===== config.mk =====
export PLATFORM = sky130hd
export DESIGN_NAME = md4_block_compressor_unit
export DESIGN_NICKNAME = d
export VERILOG_FILES = /design/src/md4_pkg.sv /design/src/md4_dp.sv /design/src/md4_ctrl.sv /design/src/md4_block_compressor_unit.sv
export SDC_FILE = /design/constraint.sdc
export NUM_CORES = 2
export LEC_CHECK = 0
export ABC_AREA = 1
export BUFFER_PORTS_ARGS = -buffer_cell sky130_fd_sc_hd__buf_2
export CORE_MARGIN = 2
export CORE_UTILIZATION = 58
export CTS_CLUSTER_SIZE = 24
export DETAILED_ROUTE_END_ITERATION = 16
export PLACE_DENSITY = 0.78
export SYNTH_ARGS = -nofsm -noshare
export SYNTH_HDL_FRONTEND = slang
export SYNTH_SLANG_ARGS = --single-unit

===== constraint.sdc =====
create_clock -name clk -period 6.55 [get_ports clk]
set_input_delay 0.655 -clock clk [delete_from_list [all_inputs] [get_ports clk]]
set_output_delay 0.655 -clock clk [all_outputs]
set_load 0.03 [all_outputs]

===== src/md4_pkg.sv =====
// ----------------------------------------------------------------------------
// md4_pkg
// Shared constants, command struct and round helper functions for the MD4
// block compressor.
// ----------------------------------------------------------------------------
package md4_pkg;

	// initial chaining values
	localparam logic [31:0] IV_A = 32'h67452301;
	localparam logic [31:0] IV_B = 32'hefcdab89;
	localparam logic [31:0] IV_C = 32'h98badcfe;
	localparam logic [31:0] IV_D = 32'h10325476;

	// added constants of the second and third round
	localparam logic [31:0] K2 = 32'h5a827999;
	localparam logic [31:0] K3 = 32'h6ed9eba1;

	// round groups
	localparam logic [1:0] RND_F = 2'd0;
	localparam logic [1:0] RND_G = 2'd1;
	localparam logic [1:0] RND_H = 2'd2;

	localparam int unsigned BLOCK_WORDS = 16;
	localparam int unsigned NUM_STEPS = 48;
	localparam logic [5:0] LAST_STEP = 6'(NUM_STEPS - 1);
	localparam logic [3:0] LAST_SLOT = 4'(BLOCK_WORDS - 1);
	localparam logic [1:0] LAST_OUT = 2'd3;

	// controller to datapath commands
	typedef struct packed {
		logic       load_iv;
		logic       wr_word;
		logic [3:0] wr_slot;
		logic       init_work;
		logic       step_en;
		logic [5:0] step_idx;
		logic       fold;
		logic       capture;
		logic [1:0] out_sel;
	} md4_cmd_t;

	// message word used by a step
	function automatic logic [3:0] msg_index(input logic [1:0] rnd, input logic [3:0] i);
		logic [3:0] idx;
		unique case (rnd)
			RND_F:   idx = i;
			RND_G:   idx = {i[1:0], i[3:2]};
			RND_H:   idx = {i[0], i[1], i[2], i[3]};
			default: idx = i;
		endcase
		return idx;
	endfunction

	// rotation amount of a step
	function automatic logic [4:0] rot_amt(input logic [1:0] rnd, input logic [1:0] j);
		logic [4:0] s;
		unique case ({rnd, j})
			{RND_F, 2'd0}: s = 5'd3;
			{RND_F, 2'd1}: s = 5'd7;
			{RND_F, 2'd2}: s = 5'd11;
			{RND_F, 2'd3}: s = 5'd19;
			{RND_G, 2'd0}: s = 5'd3;
			{RND_G, 2'd1}: s = 5'd5;
			{RND_G, 2'd2}: s = 5'd9;
			{RND_G, 2'd3}: s = 5'd13;
			{RND_H, 2'd0}: s = 5'd3;
			{RND_H, 2'd1}: s = 5'd9;
			{RND_H, 2'd2}: s = 5'd11;
			{RND_H, 2'd3}: s = 5'd15;
			default:       s = 5'd3;
		endcase
		return s;
	endfunction

	// added constant of a round
	function automatic logic [31:0] round_k(input logic [1:0] rnd);
		logic [31:0] k;
		unique case (rnd)
			RND_F:   k = 32'd0;
			RND_G:   k = K2;
			RND_H:   k = K3;
			default: k = 32'd0;
		endcase
		return k;
	endfunction

	// boolean function of a round
	function automatic logic [31:0] round_f(input logic [1:0] rnd, input logic [31:0] x,
		input logic [31:0] y, input logic [31:0] z);
		logic [31:0] f;
		unique case (rnd)
			RND_F:   f = z ^ (x & (y ^ z));
			RND_G:   f = (x & y) | (x & z) | (y & z);
			RND_H:   f = x ^ y ^ z;
			default: f = x ^ y ^ z;
		endcase
		return f;
	endfunction

endpackage


===== src/md4_dp.sv =====
// ----------------------------------------------------------------------------
// md4_dp
// Datapath: block buffer, chaining words, working registers with one MD4
// step per cycle, and the digest output buffer.
// ----------------------------------------------------------------------------
module md4_dp import md4_pkg::*; (
	input  logic        clk,
	input  logic        arst_n,
	input  md4_cmd_t    cmd,
	input  logic [31:0] message_word,
	output logic [31:0] digest_word
);

	logic [31:0] blk_q [BLOCK_WORDS];
	logic [31:0] chain_q [4];
	logic [31:0] out_q [4];
	logic [31:0] a_q, b_q, c_q, d_q;

	logic [1:0]  rnd;
	logic [3:0]  sub;
	logic [4:0]  s;
	logic [31:0] x;
	logic [31:0] sum;
	logic [31:0] rot;
	logic [31:0] new_w [4];

	// step operands
	assign rnd = cmd.step_idx[5:4];
	assign sub = cmd.step_idx[3:0];
	assign s   = rot_amt(rnd, sub[1:0]);
	assign x   = blk_q[msg_index(rnd, sub)];
	assign sum = a_q + round_f(rnd, b_q, c_q, d_q) + x + round_k(rnd);
	assign rot = (sum << s) | (sum >> (6'd32 - {1'b0, s}));

	// chaining words after the feed-forward add
	assign new_w[0] = chain_q[0] + a_q;
	assign new_w[1] = chain_q[1] + b_q;
	assign new_w[2] = chain_q[2] + c_q;
	assign new_w[3] = chain_q[3] + d_q;

	// chaining words
	always_ff @(posedge clk or negedge arst_n) begin
		if (!arst_n) begin
			chain_q[0] <= IV_A;
			chain_q[1] <= IV_B;
			chain_q[2] <= IV_C;
			chain_q[3] <= IV_D;
		end else if (cmd.load_iv) begin
			chain_q[0] <= IV_A;
			chain_q[1] <= IV_B;
			chain_q[2] <= IV_C;
			chain_q[3] <= IV_D;
		end else if (cmd.fold) begin
			for (int k = 0; k < 4; k++) chain_q[k] <= new_w[k];
		end
	end

	// block buffer
	always_ff @(posedge clk) begin
		if (cmd.wr_word) blk_q[cmd.wr_slot] <= message_word;
	end

	// working registers, rotated so the target is always in a
	always_ff @(posedge clk) begin
		if (cmd.init_work) begin
			a_q <= chain_q[0];
			b_q <= chain_q[1];
			c_q <= chain_q[2];
			d_q <= chain_q[3];
		end else if (cmd.step_en) begin
			a_q <= d_q;
			b_q <= rot;
			c_q <= b_q;
			d_q <= c_q;
		end
	end

	// digest buffer
	always_ff @(posedge clk) begin
		if (cmd.capture) begin
			for (int k = 0; k < 4; k++) out_q[k] <= new_w[k];
		end
	end

	assign digest_word = out_q[cmd.out_sel];

endmodule


===== src/md4_ctrl.sv =====
// ----------------------------------------------------------------------------
// md4_ctrl
// Controller: word position, step counter, compression sequence and the
// digest output handshake.
// ----------------------------------------------------------------------------
module md4_ctrl import md4_pkg::*; (
	input  logic       clk,
	input  logic       arst_n,
	input  logic       in_valid,
	output logic       in_ready,
	input  logic       start_of_message,
	input  logic       end_of_message,
	output logic       out_valid,
	input  logic       out_ready,
	output logic [1:0] word_index,
	output logic       last_word,
	output md4_cmd_t   cmd
);

	typedef enum logic [1:0] {
		ST_IDLE,
		ST_STEP,
		ST_FOLD
	} state_t;

	state_t     state_q;
	logic [3:0] pos_q;
	logic [5:0] step_q;
	logic       end_q;
	logic       out_valid_q;
	logic [1:0] out_idx_q;

	logic       in_acc;
	logic       out_acc;
	logic [3:0] slot;
	logic       blk_done;

	// input side
	assign in_ready = (state_q == ST_IDLE) && !(out_valid_q && pos_q == LAST_SLOT);
	assign in_acc   = in_valid && in_ready;
	assign slot     = start_of_message ? 4'd0 : pos_q;
	assign blk_done = slot == LAST_SLOT;
	assign out_acc  = out_valid_q && out_ready;

	// commands
	always_comb begin
		cmd           = '0;
		cmd.load_iv   = in_acc && start_of_message;
		cmd.wr_word   = in_acc;
		cmd.wr_slot   = slot;
		cmd.init_work = in_acc && blk_done;
		cmd.step_en   = state_q == ST_STEP;
		cmd.step_idx  = step_q;
		cmd.fold      = state_q == ST_FOLD;
		cmd.capture   = (state_q == ST_FOLD) && end_q;
		cmd.out_sel   = out_idx_q;
	end

	// state and registered outputs
	always_ff @(posedge clk or negedge arst_n) begin
		if (!arst_n) begin
			state_q     <= ST_IDLE;
			pos_q       <= '0;
			step_q      <= '0;
			end_q       <= 1'b0;
			out_valid_q <= 1'b0;
			out_idx_q   <= '0;
		end else begin
			unique case (state_q)
				ST_IDLE: begin
					if (in_acc) begin
						pos_q <= slot + 4'd1;
						if (blk_done) begin
							end_q   <= end_of_message;
							step_q  <= '0;
							state_q <= ST_STEP;
						end
					end
				end
				ST_STEP: begin
					step_q <= step_q + 6'd1;
					if (step_q == LAST_STEP) state_q <= ST_FOLD;
				end
				ST_FOLD: begin
					if (end_q) begin
						out_valid_q <= 1'b1;
						out_idx_q   <= '0;
					end
					state_q <= ST_IDLE;
				end
				default: state_q <= ST_IDLE;
			endcase
			if (out_acc) begin
				out_idx_q <= out_idx_q + 2'd1;
				if (out_idx_q == LAST_OUT) out_valid_q <= 1'b0;
			end
		end
	end

	assign out_valid  = out_valid_q;
	assign word_index = out_idx_q;
	assign last_word  = out_idx_q == LAST_OUT;

	// digest buffer is never overwritten while it is being drained
	a_fold_free: assert property (@(posedge clk) disable iff (!arst_n)
		state_q == ST_FOLD |-> !out_valid_q)
		else $error("fold while digest pending");

	// step counter stays inside the three rounds
	a_step_range: assert property (@(posedge clk) disable iff (!arst_n)
		state_q == ST_STEP |-> step_q <= LAST_STEP)
		else $error("step counter out of range");

	// a completed block starts the step sequence
	a_blk_start: assert property (@(posedge clk) disable iff (!arst_n)
		in_acc && blk_done |=> state_q == ST_STEP && step_q == 6'd0)
		else $error("block did not start compression");

	// digest appears only after a fold
	a_out_after_fold: assert property (@(posedge clk) disable iff (!arst_n)
		$rose(out_valid_q) |-> $past(state_q == ST_FOLD) && out_idx_q == 2'd0)
		else $error("digest without fold");

endmodule


===== src/md4_block_compressor_unit.sv =====
// ----------------------------------------------------------------------------
// md4_block_compressor_unit
// MD4 block compressor: collects 16 padded message words, runs the 48 MD4
// steps and emits the four digest words after the final block.
// ----------------------------------------------------------------------------
//  channel | handshake           | payload
//  --------+---------------------+---------------------------------------------
//  input   | in_valid, in_ready  | message_word, start_of_message, end_of_message
//  output  | out_valid, out_ready| digest_word, word_index, last_word
//
// a word that does not close a block leaves the unit idle
// the 16th word keeps the unit busy for the 48 steps of the shared step unit, one
// per cycle, then for the feed-forward add in the fold state
// reset loads the MD4 initial chaining values and clears the word position
// the digest sits in its own buffer, so the next message is taken while it
// drains; only a word at the last block slot waits until the digest is gone
// ----------------------------------------------------------------------------
module md4_block_compressor_unit import md4_pkg::*; (
	input  logic        clk,
	input  logic        arst_n,
	input  logic        in_valid,
	output logic        in_ready,
	input  logic [31:0] message_word,
	input  logic        start_of_message,
	input  logic        end_of_message,
	output logic        out_valid,
	input  logic        out_ready,
	output logic [31:0] digest_word,
	output logic [1:0]  word_index,
	output logic        last_word
);

	md4_cmd_t cmd;

	// sequencing
	md4_ctrl u_ctrl (
		.clk              (clk),
		.arst_n           (arst_n),
		.in_valid         (in_valid),
		.in_ready         (in_ready),
		.start_of_message (start_of_message),
		.end_of_message   (end_of_message),
		.out_valid        (out_valid),
		.out_ready        (out_ready),
		.word_index       (word_index),
		.last_word        (last_word),
		.cmd              (cmd)
	);

	// hashing datapath
	md4_dp u_dp (
		.clk          (clk),
		.arst_n       (arst_n),
		.cmd          (cmd),
		.message_word (message_word),
		.digest_word  (digest_word)
	);

endmodule

==> flow_summary.json <==
{
  "chipHeight_um": 298,
  "synthAdderAreaFrac_pct": 8.39,
  "clock_path_buffers": 3,
  "cts_inserted_buffers": 94,
  "worstMarginPinSlew_ns": 1.09,
  "netlist_area_sq_um": 50000,
  "grt_pass1_wl_mm": 236,
  "synth_top_family_by_area": "simple AND/OR/NAND/NOR gates",
  "cp_slowest_cell": "fa_1",
  "clk_pin_slew_ns": 0.06,
  "power_uw": 12800,
  "maxSlewViolCount": 0,
  "fin_nets": 5493,
  "grt_pass1_vias": 38172,
  "crit_arrival_ns": 6.70,
  "die_x_um": 298,
  "syn_nets": 5417,
  "antenna_left": 0,
  "dr_total_vias": 40630,
  "fin_worst_skew_ns": 0.0346,
  "cp-end-kind": "register",
  "crit_path_frequent_cell": "nand3_1",
  "worst_setup_path_start_kind": "register",
  "clock.fmax_ghz": 0.158,
  "tritoncts": "yes",
  "yosys.area_share.xor_xnor_pct": 2.70,
  "synth_simple_gate_area_share_pct": 15.0,
  "gp_congestion": 1.03,
  "cp_top_family": "simple AND/OR/NAND/NOR gates",
  "start_util_pct": 58.7,
  "synth.avg_cell_area_sq_um": 9.85,
  "holdWs_ns": 0.0278,
  "status": "finished, final reports clean",
  "yosysUniqueCellTypes": 61,
  "finalHoldViolations": 0,
  "timing.rr.start": "u_ctrl.step_q[4]",
  "dp_hpwl_mm": 107,
  "rsz0062_at_grt": "no",
  "grt-ovfl-total": 0,
  "worstPathMaxFanout": 9,
  "clock_sinks": 912,
  "cp_data_required_time_ns": 6.93,
  "routedWlPerCell_um": 24.9,
  "powerDensity_nw_per_um2": 230,
  "drc_errors": 0,
  "drtPass1Iterations": 7,
  "irDropWorstVdd_mv": 0.225,
  "p_leak_uw": 0.0231,
  "synth_compound_area_share_pct": 13.9,
  "ios": 75,
  "clk_latency_ns": 0.69,
  "slew_headroom_pct": 27.5,
  "dpl_cell_area_sq_um": 52200,
  "rows": 107,
  "yosysWarnings": 0,
  "synth_mux_area_share_pct": 0.920,
  "max_stage_delay_ns": 0.59,
  "grt_start_max_net_pins": 130,
  "startpoint": "u_ctrl.step_q[4]",
  "criticalPathCategory": "register to register",
  "async_reset_ff_share_pct": 15.8,
  "setup_viol": 0,
  "holdBufCountCts": 0,
  "h-tree-depth": 3,
  "period_share_pct": 96.4,
  "track_usage_pct": 35.0,
  "core_sq_um": 85300,
  "first_iter_violations": 5363,
  "synth_cells": 5079,
  "min_path_type": "input port to async pin",
  "synth_enable_flop_cells": 768,
  "min_period_ns": 6.31,
  "area_growth_pct": 11.2,
  "die_area_sq_um": 88600,
  "drive_gt1_share_pct": 9.99,
  "ys.flop_type": "edfxtp_1",
  "drt-total-wl_mm": 159,
  "critPathBufInv": 6,
  "clockRootBuffer": "clkbuf_16",
  "viasPerCell": 6.37,
  "antenna_found_initial": 7,
  "maxCapViolations": 0,
  "yosys_register_bits": 912,
  "port_buffers": 74,
  "ys_seq_area_share_pct": 53.4,
  "final_area_sq_um": 55600
}
[metrics by stage]
step / instances / util [%] / setup TNS, ns / setup slack, ns
finish: 6379 / 65.3 / 0 / 0.239
global route: 6378 / 65.3 / 0 / 0.00112
CTS: 6353 / 64.8 / 0 / 0.0813
detailed placement: 6178 / 61.2 / -3.08 / -0.334
global placement: 6178 / 61.2 / -1.33 / -0.229
floorplan: 5079 / - / 0 / 0.978
[synthesized netlist by cell type, drive strengths merged (80+ instances only)]
library cell / count / area, sq um
inv: 488 / 1830
ha: 241 / 3020
edfxtp: 768 / 23100
dfrtp: 80 / 2000
o21ai: 432 / 2190
buf: 100 / 490
nand3: 423 / 2150
nor2: 313 / 1180
a21oi: 333 / 1690
nand2: 942 / 3560
xor2: 97 / 850
o22ai: 113 / 707
clkbuf: 138 / 518
[cells by family after synthesis]
kind of cell | count (synthesis)
compound gates | 1159
xor+xnor | 154
fa+ha+maj | 300
buf+inv | 727
flops | 912
mux | 46
simple gates | 1781
[power breakdown]
group,switching (uW),internal [uW],total (uW),leakage (uW)
combinational,890,234,1120,0.0130
clock,2380,2990,5380,0.00148
sequential,39.6,6280,6320,0.00857
[registers in the layout (all words and copies together) (netlist names), 6 cells and up]
signal,cells
u_dp.d_q,32
u_ctrl.step_q,6
u_dp.b_q,32
u_dp.blk_q,512
u_dp.out_q,128
u_dp.c_q,32
u_dp.chain_q,128
u_dp.a_q,32
[layer usage]
layer	wire, um	up-vias	GRT usage (%)
met1	64500	19596	50.8
met5	41	-	0
met3	18400	340	6.86
met2	69400	2566	52.2
met4	6180	6	13.2
li1	-	18122	-
[layout by cell type, fill, tap and decap left out, drive strengths merged, types with 57 or more instances in the layout]
cell | Yosys | final
nand3 | 423 | 423
a21oi | 333 | 333
o21ai | 432 | 432
nand2 | 942 | 944
o22ai | 113 | 113
xor2 | 97 | 97
edfxtp | 768 | 768
ha | 241 | 241
inv | 488 | 487
fa | 59 | 59
dfrtp | 80 | 80
clkbuf | 138 | 123
buf | 100 | 214
xnor2 | 57 | 57
nor2 | 313 | 313
dfstp | 64 | 64
[final timing paths]
kind / slack [ns] / cells after the start / to
min reg2reg: 0.48 / 2 / u_dp.chain_q[96]
min: 0.03 / 1 / u_dp.chain_q[41]
max reg2reg: 0.24 / 29 / u_dp.b_q[3]
max in group asynchronous: 5.19 / 2 / u_ctrl.word_index[0]
max: 0.24 / 29 / u_dp.b_q[3]
min in group clk: 0.22 / 3 / u_ctrl.end_q
[what timing repair did]
action                                  in CTS  in global routing
endpoints found under the setup margin      27                 31
resized for setup                            3                 41
gates cloned                                 0                  3
pin swaps                                    0                  3
buffers inserted                             0                 22
[final cells by class]
cell class,instances,area (sq um)
clock inverters,54,599
inverters,489,1850
well taps,1144,1430
repair buffers,216,1740
multi-input cells,3442,20800
flip-flops and latches,912,26700
diodes,1,2.50
clock buffers,121,2480
fillers,6625,29600
Power figures use the tool's default switching activity.
